[src/rtl/bls_pkg.sv]
// Shared widths, codes and types for the box line side and crossing block.
`default_nettype none

package bls_pkg;

  // Coordinate width of the box corners and the line points
  localparam int COORD_BITS = 16;

  // Offsets from the line start; the center sum in doubled units needs two extra bits
  localparam int OFS_BITS   = COORD_BITS + 2;
  // Line direction components
  localparam int DIR_BITS   = COORD_BITS + 1;
  // One product and the cross product difference
  localparam int PROD_BITS  = OFS_BITS + DIR_BITS;
  localparam int CROSS_BITS = PROD_BITS + 1;

  // Tolerance, raw and doubled for the center policy
  localparam int TOL_BITS   = 32;
  localparam int TOLE_BITS  = TOL_BITS + 1;

  // Common signed width for the tolerance band compare
  localparam int CMP_BITS   = (CROSS_BITS > TOLE_BITS + 1) ? CROSS_BITS : TOLE_BITS + 1;

  // Configuration port
  localparam int CFG_W        = (COORD_BITS > TOL_BITS) ? COORD_BITS : TOL_BITS;
  localparam int CFG_IDX_BITS = 3;

  // Number of corner lanes
  localparam int LANES = 4;

  typedef enum logic [CFG_IDX_BITS-1:0] {
    REG_START_X   = 3'd0,
    REG_START_Y   = 3'd1,
    REG_END_X     = 3'd2,
    REG_END_Y     = 3'd3,
    REG_POLICY    = 3'd4,
    REG_DIRECTION = 3'd5,
    REG_TOLERANCE = 3'd6
  } cfg_reg_t;

  // Side codes
  localparam logic [1:0] SIDE_ON      = 2'd0;
  localparam logic [1:0] SIDE_LEFT    = 2'd1;
  localparam logic [1:0] SIDE_RIGHT   = 2'd2;
  // Unused code, never a valid side
  localparam logic [1:0] SIDE_INVALID = 2'd3;

  // Side policies
  localparam logic [1:0] POL_CENTER = 2'd0;
  localparam logic [1:0] POL_ANY    = 2'd1;
  localparam logic [1:0] POL_ALL    = 2'd2;

  // Allowed crossing directions
  localparam logic [1:0] DIR_ANY    = 2'd0;
  localparam logic [1:0] DIR_L2R    = 2'd1;
  localparam logic [1:0] DIR_R2L    = 2'd2;

  // Register file contents and values derived from them
  typedef struct packed {
    logic signed [COORD_BITS-1:0] start_x;
    logic signed [COORD_BITS-1:0] start_y;
    logic signed [DIR_BITS-1:0]   dir_x;
    logic signed [DIR_BITS-1:0]   dir_y;
    logic [1:0]                   policy;
    logic [1:0]                   direction;
    logic [TOLE_BITS-1:0]         tol_eff;
  } cfg_t;

  // Load enables of the lane stages
  typedef struct packed {
    logic mul;
    logic sub;
    logic cls;
  } lane_en_t;

endpackage

`default_nettype wire

[src/rtl/bls_decide.sv]
// Merges the corner sides under the policy and checks the crossing rule.
`default_nettype none

module bls_decide (
  input  logic [bls_pkg::LANES-1:0][1:0] lane_side,
  input  logic [1:0]                     policy,
  input  logic [1:0]                     direction,
  input  logic [1:0]                     previous_side,
  output logic [1:0]                     current_side,
  output logic                           crossed
);
  import bls_pkg::*;

  logic [1:0] any_side;
  logic       clash;
  logic [1:0] all_side;

  // Any corner: skip corners on the line, disagreement gives on
  always_comb begin
    any_side = SIDE_ON;
    clash    = 1'b0;
    for (int i = 0; i < LANES; i++) begin
      if (lane_side[i] != SIDE_ON) begin
        if (any_side == SIDE_ON) begin
          any_side = lane_side[i];
        end else if (any_side != lane_side[i]) begin
          clash = 1'b1;
        end
      end
    end
    if (clash) begin
      any_side = SIDE_ON;
    end
  end

  // All corners: on unless every corner agrees
  always_comb begin
    all_side = lane_side[0];
    for (int i = 1; i < LANES; i++) begin
      if (lane_side[i] != lane_side[0]) begin
        all_side = SIDE_ON;
      end
    end
  end

  // Policy select; the center point travels in lane 0
  always_comb begin
    unique case (policy)
      POL_CENTER: current_side = lane_side[0];
      POL_ANY:    current_side = any_side;
      POL_ALL:    current_side = all_side;
      default:    current_side = SIDE_ON;
    endcase
  end

  // Crossing rule; an invalid previous side never crosses
  always_comb begin
    crossed = 1'b0;
    if ((previous_side != SIDE_INVALID) && (previous_side != current_side)) begin
      if ((previous_side == SIDE_ON) || (current_side == SIDE_ON)) begin
        crossed = (direction == DIR_ANY);
      end else begin
        unique case (direction)
          DIR_ANY: crossed = 1'b1;
          DIR_L2R: crossed = (previous_side == SIDE_LEFT) && (current_side == SIDE_RIGHT);
          DIR_R2L: crossed = (previous_side == SIDE_RIGHT) && (current_side == SIDE_LEFT);
          default: crossed = 1'b0;
        endcase
      end
    end
  end

endmodule

`default_nettype wire

[config.mk]
export PLATFORM = sky130hd
export DESIGN_NAME = bls_decide
export DESIGN_NICKNAME = d
export VERILOG_FILES = /design/src/rtl/bls_pkg.sv /design/src/rtl/bls_decide.sv
export SDC_FILE = /design/constraint.sdc
export NUM_CORES = 1
export LEC_CHECK = 0
export BUFFER_PORTS_ARGS = -buffer_cell sky130_fd_sc_hd__clkbuf_2
export CAP_MARGIN = 20
export CELL_PAD_IN_SITES_DETAIL_PLACEMENT = 1
export CELL_PAD_IN_SITES_GLOBAL_PLACEMENT = 2
export CORE_MARGIN = 2
export CORE_UTILIZATION = 27
export DETAILED_ROUTE_END_ITERATION = 12
export PLACE_DENSITY_LB_ADDON = 0.1
export SLEW_MARGIN = 20
export SYNTH_ARGS = -nofsm -noshare
export SYNTH_HDL_FRONTEND = slang
export SYNTH_SLANG_ARGS = --single-unit
[constraint.sdc]
create_clock -name vclk -period 2.5
set_input_delay 0.25 -clock vclk [all_inputs]
set_output_delay 0.25 -clock vclk [all_outputs]
set_load 0.01 [all_outputs]
==> impl_metrics.ini <==
[final_layout]
final_cells = 88
area_growth_pct = 25.2
fin_nets = 88
multi_input_area_um2 = 384
regArea_um2 = 0
num_antenna_cells = 0
seq_cells = 0
fillers = 200
drive_gt1_share_pct = 41.7
clock_buffers = 0

[synthesis]
synth_nets = 73
ys_types = 34
syn_inst = 59
yosysWarnings = 0
synth_seq_area_share_pct = 0
syn_area_um2 = 412
synth_area_per_cell_um2 = 6.98

[floorplanning]
core-area_um2 = 1470
start_util_pct = 28.0
die_w_um = 43.0
num_rows = 14
io_pins = 17
floorplan.die_area_um2 = 1850
dieHeight_um = 43.0

[placement]
globalplace.congestion = 0.748
dp_hpwl_um = 993
port-buffer-count = 17
pre_cts_slack_ns = 0.0927
dp.cells = 88

[drt]
routed_via_density = 5.77
routed_wirelength_um = 1280
routedWlPerCell_um = 14.5
drt_iter0_drc = 8
drc = 0
antenna_left = 0
firstDrtPassIters = 4
dr_total_vias = 508

[global_routing]
grt_pass1_wl_um = 2070
grt_pass1_vias = 475
grt_max_degree = 10
grt_usage_pct = 13.6
antenna_found_initial = 0
overflow = 0

[power]
pwr_density_cell_nw_per_um2 = 163
ir_drop_v = 0.0000420
p_leak_nw = 0.216

[setup_path]
end_kind = output pin
path_class = input pin to output pin
crit_required_ns = 2.25
crit_fanout = 9
slowest_stage = a221o_1
cp_data_arrival_time_ns = 2.16
slowest_delay_ns = 0.37
start_kind = input pin
cp_cell_sequence = buf_2 > inv_1 > a221oi_2 > mux2i_1 > a221o_1 > a21o_1 > a221oi_2 > nand3_1 > clkbuf_2
cpMostUsedCell = a221oi_2

[min_path]
holdCritPathClass = input pin to output pin

[run]
drv_cap = 0

[status]
outcome = complete, no violations

[clock_tree]
cts_hold_buf = 0

[sta]
finalSetupViolCount = 0
hold_viol_final = 0
tightest_slew_ns = 0.428
fin_crit_sh_pct = 96.4
drv_slew = 0
clock.fmax_mhz = 415
timing.final.ws_setup_ns = 0.0898
max_slew_margin_pct = 71.2
min_period_ns = 2.41
-- per-stage QoR --
| step | hold WS [ns] | utilization, % | instance area, um^2 | setup TNS [ns] | total power [mW] |
|---|---|---|---|---|---|
| finish | 0.945 | 35.0 | 515 | 0 | 0.0841 |
| global route | 0.979 | 35.0 | 515 | -0.0477 | 0.0937 |
| CTS | 0.920 | 33.4 | 492 | 0 | 0.0793 |
| detailed placement | 0.917 | 33.4 | 492 | 0 | 0.0787 |
| global placement | 0.924 | 33.4 | 492 | 0 | 0.0789 |
| floorplan | 0.697 | - | 412 | 0 | 0.0531 |
-- area by class of cell --
type / instances / area share (%)
multi-input combinational: 49 / 74.5
timing repair buffer: 18 / 18.0
tap: 16 / 3.88
inverter: 5 / 3.64
-- critical path, delay by kind of cell --
family | cells | cell delay (ns)
AO/OA/AOI/OAI | 4 | 1.23
buffers and inverters | 3 | 0.44
multiplexers | 1 | 0.12
AND/OR/NAND/NOR | 1 | 0.12
-- worst paths after layout --
kind                          from      end  cells past startpoint
worst max-delay path  lane_side[1]  crossed                      9
worst min-delay path  direction[0]  crossed                      5
-- where the power goes --
group	leakage [nW]	internal [mW]	switching [mW]
sequential	0	0	0
combinational	0.216	0.0351	0.0489
clock	0	0	0
total	0.216	0.0351	0.0489
-- synth_stat cells, types with 2 or more instances --
master | number | area (um^2)
buf_2 | 2 | 10.0
a2111oi_0 | 2 | 17.5
nor2_1 | 4 | 15.0
buf_4 | 3 | 22.5
nor3_1 | 3 | 15.0
o221ai_1 | 2 | 17.5
nor3b_1 | 2 | 15.0
nor4_1 | 2 | 12.5
nand2b_1 | 2 | 12.5
a211oi_1 | 2 | 15.0
a221o_1 | 2 | 20.0
o21ai_0 | 4 | 20.0
mux2i_1 | 2 | 20.0
nand3_1 | 3 | 15.0
a21oi_1 | 2 | 10.0
inv_1 | 4 | 15.0
-- cells in the final DEF, fill, tap and decap left out, types with 3 or more instances in the layout --
cell type  instances
clkbuf_2          16
inv_1              4
nand3_1            3
nor2_1             4
nor3_1             3
o21ai_0            4
-- cell families after synthesis --
family | share of synthesized area, %
AO/OA/AOI/OAI | 45.9
AND/OR/NAND/NOR | 32.5
buffers and inverters | 12.5
XOR/XNOR | 4.26
multiplexers | 4.86
-- per-layer routing --
layer,part of all wire (%),vias to the layer above,global-route usage (%)
met5,0,-,0
met4,0,0,0
met2,44,7,21.8
met3,2.0,0,0
li1,-,265,-
met1,53,236,21.5
-- what timing repair did --
item / 4_1_cts / 5_1_grt
setup endpoints to repair: 0 / 1
buffers inserted: 0 / 0
gates resized for setup: 0 / 7
Power figures use the tool's default switching activity.
