### src/rtl/bls_pkg.sv
// Shared widths, codes and types for the box line side and crossing block.
`default_nettype none

package bls_pkg;

  // Coordinate width of the box corners and the line points
  localparam int COORD_BITS = 16;

  // Offsets from the line start; the center sum in doubled units needs two extra bits
  localparam int OFS_BITS   = COORD_BITS + 2;
  // Line direction components
  localparam int DIR_BITS   = COORD_BITS + 1;
  // One product and the cross product difference
  localparam int PROD_BITS  = OFS_BITS + DIR_BITS;
  localparam int CROSS_BITS = PROD_BITS + 1;

  // Tolerance, raw and doubled for the center policy
  localparam int TOL_BITS   = 32;
  localparam int TOLE_BITS  = TOL_BITS + 1;

  // Common signed width for the tolerance band compare
  localparam int CMP_BITS   = (CROSS_BITS > TOLE_BITS + 1) ? CROSS_BITS : TOLE_BITS + 1;

  // Configuration port
  localparam int CFG_W        = (COORD_BITS > TOL_BITS) ? COORD_BITS : TOL_BITS;
  localparam int CFG_IDX_BITS = 3;

  // Number of corner lanes
  localparam int LANES = 4;

  typedef enum logic [CFG_IDX_BITS-1:0] {
    REG_START_X   = 3'd0,
    REG_START_Y   = 3'd1,
    REG_END_X     = 3'd2,
    REG_END_Y     = 3'd3,
    REG_POLICY    = 3'd4,
    REG_DIRECTION = 3'd5,
    REG_TOLERANCE = 3'd6
  } cfg_reg_t;

  // Side codes
  localparam logic [1:0] SIDE_ON      = 2'd0;
  localparam logic [1:0] SIDE_LEFT    = 2'd1;
  localparam logic [1:0] SIDE_RIGHT   = 2'd2;
  // Unused code, never a valid side
  localparam logic [1:0] SIDE_INVALID = 2'd3;

  // Side policies
  localparam logic [1:0] POL_CENTER = 2'd0;
  localparam logic [1:0] POL_ANY    = 2'd1;
  localparam logic [1:0] POL_ALL    = 2'd2;

  // Allowed crossing directions
  localparam logic [1:0] DIR_ANY    = 2'd0;
  localparam logic [1:0] DIR_L2R    = 2'd1;
  localparam logic [1:0] DIR_R2L    = 2'd2;

  // Register file contents and values derived from them
  typedef struct packed {
    logic signed [COORD_BITS-1:0] start_x;
    logic signed [COORD_BITS-1:0] start_y;
    logic signed [DIR_BITS-1:0]   dir_x;
    logic signed [DIR_BITS-1:0]   dir_y;
    logic [1:0]                   policy;
    logic [1:0]                   direction;
    logic [TOLE_BITS-1:0]         tol_eff;
  } cfg_t;

  // Load enables of the lane stages
  typedef struct packed {
    logic mul;
    logic sub;
    logic cls;
  } lane_en_t;

endpackage

`default_nettype wire

### src/rtl/bls_cfg.sv
// Configuration registers and the line direction and tolerance derived from them.
`default_nettype none

module bls_cfg (
  input  logic                             clk,
  input  logic                             rst,
  input  logic                             cfg_we,
  input  logic [bls_pkg::CFG_IDX_BITS-1:0] cfg_index,
  input  logic [bls_pkg::CFG_W-1:0]        cfg_data,
  output bls_pkg::cfg_t                    cfg
);
  import bls_pkg::*;

  logic signed [COORD_BITS-1:0] start_x;
  logic signed [COORD_BITS-1:0] start_y;
  logic signed [COORD_BITS-1:0] end_x;
  logic signed [COORD_BITS-1:0] end_y;
  logic [1:0]                   policy;
  logic [1:0]                   direction;
  logic [TOL_BITS-1:0]          tolerance;

  // Register writes
  always_ff @(posedge clk) begin
    if (rst) begin
      start_x   <= '0;
      start_y   <= '0;
      end_x     <= COORD_BITS'(1);
      end_y     <= '0;
      policy    <= POL_CENTER;
      direction <= DIR_ANY;
      tolerance <= '0;
    end else if (cfg_we) begin
      unique case (cfg_index)
        REG_START_X:   start_x   <= cfg_data[COORD_BITS-1:0];
        REG_START_Y:   start_y   <= cfg_data[COORD_BITS-1:0];
        REG_END_X:     end_x     <= cfg_data[COORD_BITS-1:0];
        REG_END_Y:     end_y     <= cfg_data[COORD_BITS-1:0];
        REG_POLICY:    policy    <= cfg_data[1:0];
        REG_DIRECTION: direction <= cfg_data[1:0];
        REG_TOLERANCE: tolerance <= cfg_data[TOL_BITS-1:0];
        default: ;
      endcase
    end
  end

  // Direction vector; the center policy works in doubled units, so the band doubles too
  always_comb begin
    cfg.start_x   = start_x;
    cfg.start_y   = start_y;
    cfg.dir_x     = DIR_BITS'(end_x) - DIR_BITS'(start_x);
    cfg.dir_y     = DIR_BITS'(end_y) - DIR_BITS'(start_y);
    cfg.policy    = policy;
    cfg.direction = direction;
    cfg.tol_eff   = (policy == POL_CENTER) ? {tolerance, 1'b0} : {1'b0, tolerance};
  end

endmodule

`default_nettype wire

### config.mk
export PLATFORM = sky130hd
export DESIGN_NAME = bls_cfg
export DESIGN_NICKNAME = d
export VERILOG_FILES = /design/src/rtl/bls_pkg.sv /design/src/rtl/bls_cfg.sv
export SDC_FILE = /design/constraint.sdc
export NUM_CORES = 1
export LEC_CHECK = 0
export BUFFER_PORTS_ARGS = -buffer_cell sky130_fd_sc_hd__buf_4
export CORE_MARGIN = 8
export CORE_UTILIZATION = 55
export CTS_BUF_LIST = sky130_fd_sc_hd__clkbuf_2
export DETAILED_ROUTE_END_ITERATION = 8
export PLACE_DENSITY = 0.8
export SYNTH_ARGS = -nofsm -noshare
export SYNTH_HDL_FRONTEND = slang
export SYNTH_SLANG_ARGS = --single-unit
### constraint.sdc
create_clock -name clk -period 2.7 [get_ports clk]
set_clock_uncertainty 0.15 [all_clocks]
set_input_delay 0.135 -clock clk [delete_from_list [all_inputs] [get_ports clk]]
set_output_delay 0.135 -clock clk [all_outputs]
set_load 0.02 [all_outputs]
==> impl_metrics.yaml <==
floorplanning:
  core_area_mm2: 0.00982
  fp.dieH_um: 117
  row_count: 36
  die_w_um: 117
  pin_count: 141
  start_util_pct: 56.7
  die_area_mm2: 0.0136
worst_hold_path:
  hp-start: "cfg_data[30]"
  min_to: "tolerance[30]$_SDFFE_PP0P_"
  hp-class: "primary input to flop"
  hold_depth: 4
finish:
  fillers: 631
  seq_area_mm2: 0.00203
  syn_to_final_growth_pct: 42.0
  multi_input_area_mm2: 0.00366
  n_antenna_cell: 0
  drive_above_1_share_pct: 33.0
  nNetsFinal: 983
  fin_area_mm2: 0.00791
  final_common_cell: "nand2_1"
  finalNonFillerCells: 1047
  final_cell_mix: "nand2_1 (202), buf_4 (167), a21oi_1 (105)"
worst_setup_path:
  worstPathRequired_ps: 2410
  crit_type: "flop to output port"
  slowest_delay_ps: 410
  r2r-end: "start_y[1]$_SDFFE_PP0P_"
  cp_top_family: "compound AO/OA/AOI/OAI gates"
  critPathLaunchType: "flop"
  rrSetupSlack_ps: 1630
  reg2reg_depth: 4
  crit_fanout: 5
  worstPathCellList: "inv_1 -> ha_1 -> o2111ai_2 -> a31o_4 -> a211oi_4 -> nor3_1 -> or3b_1 -> buf_6"
  cp-end-kind: "output port"
  cp_data_arrival_time_ps: 2670
  crit-reg2reg-launch: "start_y[1]$_SDFFE_PP0P_"
  slowest_stage: "dfxtp_1"
  crit_buf_inv: 2
global_routing:
  grt_overflow_total: 0
  antenna_found_initial: 0
  grt_max_degree: 101
  grt_pass1_wl_mm: 27.6
  track_usage_pct: 25.4
  grt_pass1_vias: 5657
cts:
  cts_tree: "built"
  clk_latency_ps: 550
  clk_path_buf_depth: 2
  clock_sinks: 100
  cts.htree.levels: 3
  cts_root_buffer: "clkbuf_2"
  clkTransAtPathRegs_ps: 290
  cts_buffers: 9
synth:
  yosysTopAreaCell: "dfxtp_1"
  synth_top_family_by_area: "simple AND/OR/NAND/NOR gates"
  syn_area_per_cell_um2: 7.74
  seq_area_frac_synth_pct: 35.9
  synth_warnings: 0
  ys_seq_elements: 100
  synth_top_area_share_pct: 35.9
  synth_cell_types: 49
  syn_nets: 792
  synth.area.mux_share_pct: 7.37
  synth-edff-count: 0
  synth_ff_type: "dfxtp_1"
  synth_fa_ha_area_share_pct: 7.91
  syn-instance-count: 720
  postSynth.asyncResetShare_pct: 0
  synthSimpleGateAreaFrac_pct: 20.7
  synth-compound-area-share_pct: 19.0
  synth-xor-area-share_pct: 3.62
  netlist_area_mm2: 0.00557
  synth.area.top_cells: "dfxtp_1 (36%), nand2_1 (14%), a21oi_1 (10%)"
routing:
  routed_wl_mm: 18.5
  drtIter0Drc: 544
  vias: 5869
  drc_errors: 0
  antenna_left: 0
  firstDrtPassIters: 5
  vias_per_cell: 5.61
  detail_route.wl_per_cell_um: 17.7
timing:
  period_share_pct: 109
  slew_headroom_pct: 30.5
  tns_ps: -2890
  worst_slack_ps: -250
  fin_crit_ps: 2950
  report.final.slew_viol_count: 0
  setup_viol_count_final: 17
  max_freq_mhz: 339
  rsz0062_at_grt: "true"
  finalHoldViolCount: 0
  whs_ps: 188
  worstMarginPinSlew_ps: 1040
power_and_ir_drop:
  leakagePower_nw: 3.30
  peakVddDrop_mv: 0.318
  p_per_area_mw_per_mm2: 452
  p_total_w: 0.00357
placed_design:
  gp_congestion: 0.905
  port_buffers: 140
  dp_cells: 963
  dp.final_hpwl_mm: 11.7
  place_area_mm2: 0.00669
run_status:
  status: "finished with violations"
  violations: "negative setup slack"
flow_run:
  max_cap_violations: 0
[power breakdown]
part | switching (W) | internal (W) | total (W)
clock | 0.000490 | 0.000388 | 0.000878
sequential | 0.0000245 | 0.00151 | 0.00154
combinational | 0.000620 | 0.000541 | 0.00116
[sequential cells by signal, summed over array words and instances (netlist names)]
register	flops
end_y	16
start_x	16
direction	2
end_x	16
policy	2
start_y	16
tolerance	32
[cell type report]
class	count	share of cell area, %
Sequential cell	100	25.7
Multi-Input combinational cell	542	46.3
Inverter	43	2.04
Clock inverter	5	1.30
Clock buffer	9	0.570
Tap cell	133	2.10
Timing Repair Buffer	215	22.0
[synthesized netlist by cell type (3+ instances only)]
master    number
o21ai_0        7
and2_1         5
nand3_1        6
a21oi_1      116
nor3_1         7
xor2_1         5
dfxtp_1      100
xnor2_1       18
o211ai_1       4
clkbuf_1      29
and3_1         3
a211oi_1       4
nand2b_1       8
mux2_2        32
a21o_1         5
nor2b_1       12
nand2_1      202
ha_1          32
nor2_1        21
o21ai_1       11
inv_1         43
mux2i_1        5
nand4_1        3
buf_2          4
o21a_1         8
[how the worst max path moves through the flow]
stage,startpoint,to,slack [ps],cells past startpoint
3_5_place_dp,start_x[1]$_SDFFE_PP0P_,cfg[69],170,9
3_3_place_gp,end_x[0]$_SDFFE_PP1P_,cfg[68],250,10
5_1_grt,end_x[0]$_SDFFE_PP1P_,cfg[68],-380,10
4_1_cts,end_x[0]$_SDFFE_PP1P_,cfg[68],-260,10
6_report,start_x[4]$_SDFFE_PP0P_,cfg[69],-250,8
2_1_floorplan,start_x[7]$_SDFFE_PP0P_,cfg[68],260,8
[tightest hold or removal path, delay by kind of cell]
family                 cells  cell delay [ps]
AOI/OAI and AO/OA          1               50
and+or+nand+nor            1               50
buffers and inverters      2              660
[metrics by stage]
stage                     utilization, %  setup WS [ps]
final                               80.5           -250
after detailed placement            68.1            170
after global placement              68.1            245
after global routing                80.5           -379
after CTS                           77.9           -263
after floorplan                        -            255
[metal layers]
metal | global-route usage (%) | up-vias | part of all wire, %
met5 | 0 | - | 0
met4 | 8.45 | 0 | 3.1
met3 | 6.72 | 53 | 7.7
met2 | 46.5 | 272 | 51
met1 | 27.8 | 2747 | 38
li1 | - | 2797 | -
[cells by family (layout without fill, tap and decap cells)]
group,after synthesis,count (layout)
muxes,37,37
adders and majority gates,34,34
DFF,100,100
buffers and inverters,78,272
xor gates and xnor gates,23,23
and+or+nand+nor,274,274
AOI/OAI and AO/OA,174,174
[timing repair]
item	in CTS	in global routing
setup endpoints to repair	22	35
hold endpoints to repair	100	0
resized for setup	64	37
hold buffers	46	0
buffers inserted	11	15
pin swaps	36	22
Note: power is estimated with default switching activity, not from simulation.
