[config.mk]
export PLATFORM = sky130hd
export DESIGN_NAME = bls_lane
export DESIGN_NICKNAME = d
export VERILOG_FILES = /design/src/rtl/bls_pkg.sv /design/src/rtl/bls_lane.sv
export SDC_FILE = /design/constraint.sdc
export NUM_CORES = 2
export LEC_CHECK = 0
export ABC_CLOCK_PERIOD_IN_PS = 7800
export BUFFER_PORTS_ARGS = -buffer_cell sky130_fd_sc_hd__buf_2
export CAP_MARGIN = 20
export CORE_ASPECT_RATIO = 0.6
export CORE_MARGIN = 3
export CORE_UTILIZATION = 30
export CTS_CLUSTER_SIZE = 16
export DETAILED_ROUTE_END_ITERATION = 6
export MAX_ROUTING_LAYER = met4
export SLEW_MARGIN = 20
export SYNTH_ARGS = -nofsm -noshare
export SYNTH_HDL_FRONTEND = slang
export SYNTH_SLANG_ARGS = --single-unit
[constraint.sdc]
create_clock -name clk -period 7.8 [get_ports clk]
set_clock_uncertainty 0.15 [all_clocks]
set_input_delay 0.78 -clock clk [delete_from_list [all_inputs] [get_ports clk]]
set_output_delay 0.78 -clock clk [all_outputs]
set_load 0.1 [all_outputs]
[src/rtl/bls_pkg.sv]
// Shared widths, codes and types for the box line side and crossing block.
`default_nettype none

package bls_pkg;

  // Coordinate width of the box corners and the line points
  localparam int COORD_BITS = 16;

  // Offsets from the line start; the center sum in doubled units needs two extra bits
  localparam int OFS_BITS   = COORD_BITS + 2;
  // Line direction components
  localparam int DIR_BITS   = COORD_BITS + 1;
  // One product and the cross product difference
  localparam int PROD_BITS  = OFS_BITS + DIR_BITS;
  localparam int CROSS_BITS = PROD_BITS + 1;

  // Tolerance, raw and doubled for the center policy
  localparam int TOL_BITS   = 32;
  localparam int TOLE_BITS  = TOL_BITS + 1;

  // Common signed width for the tolerance band compare
  localparam int CMP_BITS   = (CROSS_BITS > TOLE_BITS + 1) ? CROSS_BITS : TOLE_BITS + 1;

  // Configuration port
  localparam int CFG_W        = (COORD_BITS > TOL_BITS) ? COORD_BITS : TOL_BITS;
  localparam int CFG_IDX_BITS = 3;

  // Number of corner lanes
  localparam int LANES = 4;

  typedef enum logic [CFG_IDX_BITS-1:0] {
    REG_START_X   = 3'd0,
    REG_START_Y   = 3'd1,
    REG_END_X     = 3'd2,
    REG_END_Y     = 3'd3,
    REG_POLICY    = 3'd4,
    REG_DIRECTION = 3'd5,
    REG_TOLERANCE = 3'd6
  } cfg_reg_t;

  // Side codes
  localparam logic [1:0] SIDE_ON      = 2'd0;
  localparam logic [1:0] SIDE_LEFT    = 2'd1;
  localparam logic [1:0] SIDE_RIGHT   = 2'd2;
  // Unused code, never a valid side
  localparam logic [1:0] SIDE_INVALID = 2'd3;

  // Side policies
  localparam logic [1:0] POL_CENTER = 2'd0;
  localparam logic [1:0] POL_ANY    = 2'd1;
  localparam logic [1:0] POL_ALL    = 2'd2;

  // Allowed crossing directions
  localparam logic [1:0] DIR_ANY    = 2'd0;
  localparam logic [1:0] DIR_L2R    = 2'd1;
  localparam logic [1:0] DIR_R2L    = 2'd2;

  // Register file contents and values derived from them
  typedef struct packed {
    logic signed [COORD_BITS-1:0] start_x;
    logic signed [COORD_BITS-1:0] start_y;
    logic signed [DIR_BITS-1:0]   dir_x;
    logic signed [DIR_BITS-1:0]   dir_y;
    logic [1:0]                   policy;
    logic [1:0]                   direction;
    logic [TOLE_BITS-1:0]         tol_eff;
  } cfg_t;

  // Load enables of the lane stages
  typedef struct packed {
    logic mul;
    logic sub;
    logic cls;
  } lane_en_t;

endpackage

`default_nettype wire

[src/rtl/bls_lane.sv]
// One point lane: cross product multiply, subtract and tolerance band classify.
`default_nettype none

module bls_lane (
  input  logic                               clk,
  input  bls_pkg::lane_en_t                  en,
  input  logic signed [bls_pkg::OFS_BITS-1:0] ofs_x,
  input  logic signed [bls_pkg::OFS_BITS-1:0] ofs_y,
  input  logic signed [bls_pkg::DIR_BITS-1:0] dir_x,
  input  logic signed [bls_pkg::DIR_BITS-1:0] dir_y,
  input  logic [bls_pkg::TOLE_BITS-1:0]       tol_eff,
  output logic [1:0]                          side
);
  import bls_pkg::*;

  logic signed [PROD_BITS-1:0]  prod_a;
  logic signed [PROD_BITS-1:0]  prod_b;
  logic signed [CROSS_BITS-1:0] cross_prod;
  logic signed [CMP_BITS-1:0]   cross_w;
  logic signed [CMP_BITS-1:0]   tol_w;
  logic [1:0]                   side_next;

  // Multiply stage: dir_x * (py - sy) and dir_y * (px - sx)
  always_ff @(posedge clk) begin
    if (en.mul) begin
      prod_a <= dir_x * ofs_y;
      prod_b <= dir_y * ofs_x;
    end
  end

  // Subtract stage
  always_ff @(posedge clk) begin
    if (en.sub) begin
      cross_prod <= CROSS_BITS'(prod_a) - CROSS_BITS'(prod_b);
    end
  end

  // Classify: inside [-tol, tol] is on the line, else the sign decides
  always_comb begin
    cross_w = CMP_BITS'(cross_prod);
    tol_w   = CMP_BITS'($signed({1'b0, tol_eff}));
    if ((cross_w <= tol_w) && (cross_w >= -tol_w)) begin
      side_next = SIDE_ON;
    end else if (cross_w < 0) begin
      side_next = SIDE_RIGHT;
    end else begin
      side_next = SIDE_LEFT;
    end
  end

  always_ff @(posedge clk) begin
    if (en.cls) begin
      side <= side_next;
    end
  end

endmodule

`default_nettype wire

==> impl_metrics.sql <==
INSERT INTO impl_metrics (metric_group, metric, value, unit) VALUES
('layout', 'fill_cells', '10110', ''),
('die', 'fp.dieW', '413', 'um'),
('synth', 'synth_top_cells_by_count', 'sky130_fd_sc_hd__inv_1 (738), sky130_fd_sc_hd__fa_1 (623), sky130_fd_sc_hd__nand2_1 (330)', ''),
('synth', 'synth_seq_area_share', '10.9', '%'),
('setup_path', 'crit_cells', '20', ''),
('routing', 'drt.antenna.violating_nets', '0', ''),
('cts', 'cts_root_buffer', 'sky130_fd_sc_hd__clkbuf_16', ''),
('place', 'placed_cells', '4500', ''),
('synth', 'synthDominantCellAreaShare', '41.7', '%'),
('sta', 'tightest_slew', '0.945', 'ns'),
('setup_path', 'critical-path-top-delay-family', 'adder cells', ''),
('setup_path', 'reg2reg_setup_slack', '3.72', 'ns'),
('synth', 'yosysMostFrequentCell', 'sky130_fd_sc_hd__inv_1', ''),
('cts', 'worst_setup_hold_path_clk_slew', '0.09', 'ns'),
('routing', 'route.detailed.wl_per_inst', '15.9', 'um'),
('synth', 'main_flop_type_after_synthesis', 'sky130_fd_sc_hd__edfxtp_1', ''),
('grt', 'met2_track_demand_over_resource', '20.7', '%'),
('cts', 'numCtsBuffers', '9', ''),
('routing', 'routed_wl', '71900', 'um'),
('place', 'port-buffer-count', '108', ''),
('synth', 'synth.top_cells.by_area', 'sky130_fd_sc_hd__fa_1 (42%), sky130_fd_sc_hd__ha_1 (12%), sky130_fd_sc_hd__edfxtp_1 (11%)', ''),
('synth', 'ys.warnings.count', '0', ''),
('sta', 'maxSlewHeadroom', '37.0', '%'),
('cts', 'numClockSinks', '108', ''),
('place', 'place_congestion', '0.874', ''),
('cts', 'post_cts.repair.setup_buffers', '0', ''),
('layout', 'layout.nets', '4214', ''),
('die', 'io-pin-count', '109', ''),
('sta', 'post-route-min-period', '7.04', 'ns'),
('sta', 'post-route-period-util', '90.2', '%'),
('setup_path', 'critical_path.n_buffers_inverters', '4', ''),
('setup_path', 'crit_required', '7.76', 'ns'),
('setup_path', 'critPathCaptureType', 'flip-flop', ''),
('routing', 'route.detailed.drc', '0', ''),
('setup_path', 'timing_worst_setup_path_type', 'in2reg', ''),
('grt', 'grt_pass1_wl', '120000', 'um'),
('grt', 'groute.layer.met3.usage', '2.69', '%'),
('sta', 'finalSetupTns', '0', 'ns'),
('synth', 'synth_largest_area_cell', 'sky130_fd_sc_hd__fa_1', ''),
('layout', 'layout-drive-gt1-share', '4.98', '%'),
('sta', 'number_of_hold_slack_violations_in_the_final_timing_report', '0', ''),
('hold_path', 'hold_class', 'in2reg', ''),
('grt', 'antenna_found_initial', '1', ''),
('die', 'die_h', '250', 'um'),
('run_status', 'status', 'complete, no violations', ''),
('sta', 'timing.fmax', '142', 'MHz'),
('grt', 'grt_max_degree', '69', ''),
('sta', 'final-max-slew-violation-count', '0', ''),
('synth', 'syn-cell-area', '29900', 'sq um'),
('cts', 'max_h_tree_level', '3', ''),
('cts', 'hold_buffers', '0', ''),
('synth', 'synthesis.instances', '3153', ''),
('die', 'fp-row-count', '88', ''),
('routing', 'first_pass_iters', '5', ''),
('cts', 'post_cts_resized', '0', ''),
('layout', 'multi_input_logic_area', '23500', 'sq um'),
('job', 'max_cap_viol_count', '0', ''),
('synth', 'postSynth.asyncResetShare', '0', '%'),
('setup_path', 'crit_top_cell', 'sky130_fd_sc_hd__fa_1', ''),
('layout', 'n_antenna_cell', '0', ''),
('sta', 'rsz0062_at_grt', 'false', ''),
('setup_path', 'worstPathMaxFanout', '18', ''),
('hold_path', 'worst_hold_path.num_cells', '1', ''),
('layout', 'flow.area_growth_from_synthesis', '7.71', '%'),
('layout', 'ff_latch_area', '3240', 'sq um'),
('die', 'core_region_area', '97400', 'sq um'),
('routing', 'avgViaCountPerCell', '4.63', ''),
('die', 'starting_density_of_the_core', '30.7', '%'),
('layout', 'fin_cells', '4516', ''),
('synth', 'ys_ff_latch', '108', ''),
('synth', 'yosys.cell_types.count', '61', '');
routing by layer:
metal	share of wire (%)	wire length, um	vias to the layer above
li1	-	-	9748
met1	52	37300	10548
met2	41	29300	562
met3	6.8	4890	33
met4	0.54	391	0
met5	0	0	-
state kept, by name, summed over array words and instances, names as in the netlist:
register    flops
prod_b         35
cross_prod     36
side            2
prod_a         35
cells in the final DEF, fill, tap and decap left out, drive strengths merged, types with 17 or more instances in the layout:
master	instances
a21o	54
a21oi	86
and2	303
buf	128
edfxtp	108
fa	623
ha	278
inv	743
nand2	331
nand2b	19
nand3	27
nand4	27
nor2	102
nor2b	19
nor3	28
o21a	17
o21ai	50
xnor2	108
xor2	22
worst reg2reg max path, delay by kind of cell (launching register included):
| family | cells | cell delay, ns |
|---|---|---|
| DFF | 1 | 0.44 |
| adders and majority gates | 2 | 0.65 |
| and+or+nand+nor | 2 | 0.36 |
| AOI/OAI and AO/OA | 6 | 1.67 |
| xor gates and xnor gates | 1 | 0.52 |
stage by stage:
stage	hold WS, ns	setup slack (ns)	instance area, sq um	util [%]
2_1_floorplan	0.457	0.938	29900	-
3_3_place_gp	0.588	0.426	31900	32.7
3_5_place_dp	0.577	0.444	31900	32.7
4_1_cts	0.449	0.835	32200	33.0
5_1_grt	0.448	0.356	32200	33.0
6_report	0.472	0.764	32200	33.0
cell families (layout without fill, tap and decap cells):
group | count (synthesis) | after routing | share of synthesized area [%]
mux | 3 | 3 | 0.101
buf+inv | 825 | 883 | 10.4
compound gates | 291 | 291 | 6.31
simple gates | 895 | 895 | 15.2
xor+xnor | 130 | 130 | 3.81
flops | 108 | 108 | 10.9
fa+ha+maj | 901 | 901 | 53.4
path summary, 6_finish.rpt:
kind,start,to
min reg2reg,prod_a[0]$_DFFE_PP_,cross_prod[0]$_DFFE_PP_
max reg2reg,prod_b[0]$_DFFE_PP_,cross_prod[34]$_DFFE_PP_
min,en[0],side[0]$_SDFFCE_PP0P_
max,dir_x[2],prod_a[32]$_DFFE_PP_
layout make-up:
class / instances / area share [%]
Multi-Input combinational cell: 2220 / 73.1
Sequential cell: 108 / 10.1
Inverter: 739 / 8.62
Tap cell: 1305 / 5.07
Timing Repair Buffer: 128 / 2.15
Clock buffer: 9 / 0.700
Clock inverter: 7 / 0.245
Power is not shown: default switching activity piles up to over one toggle a cycle in this logic, so the estimate is an artifact.
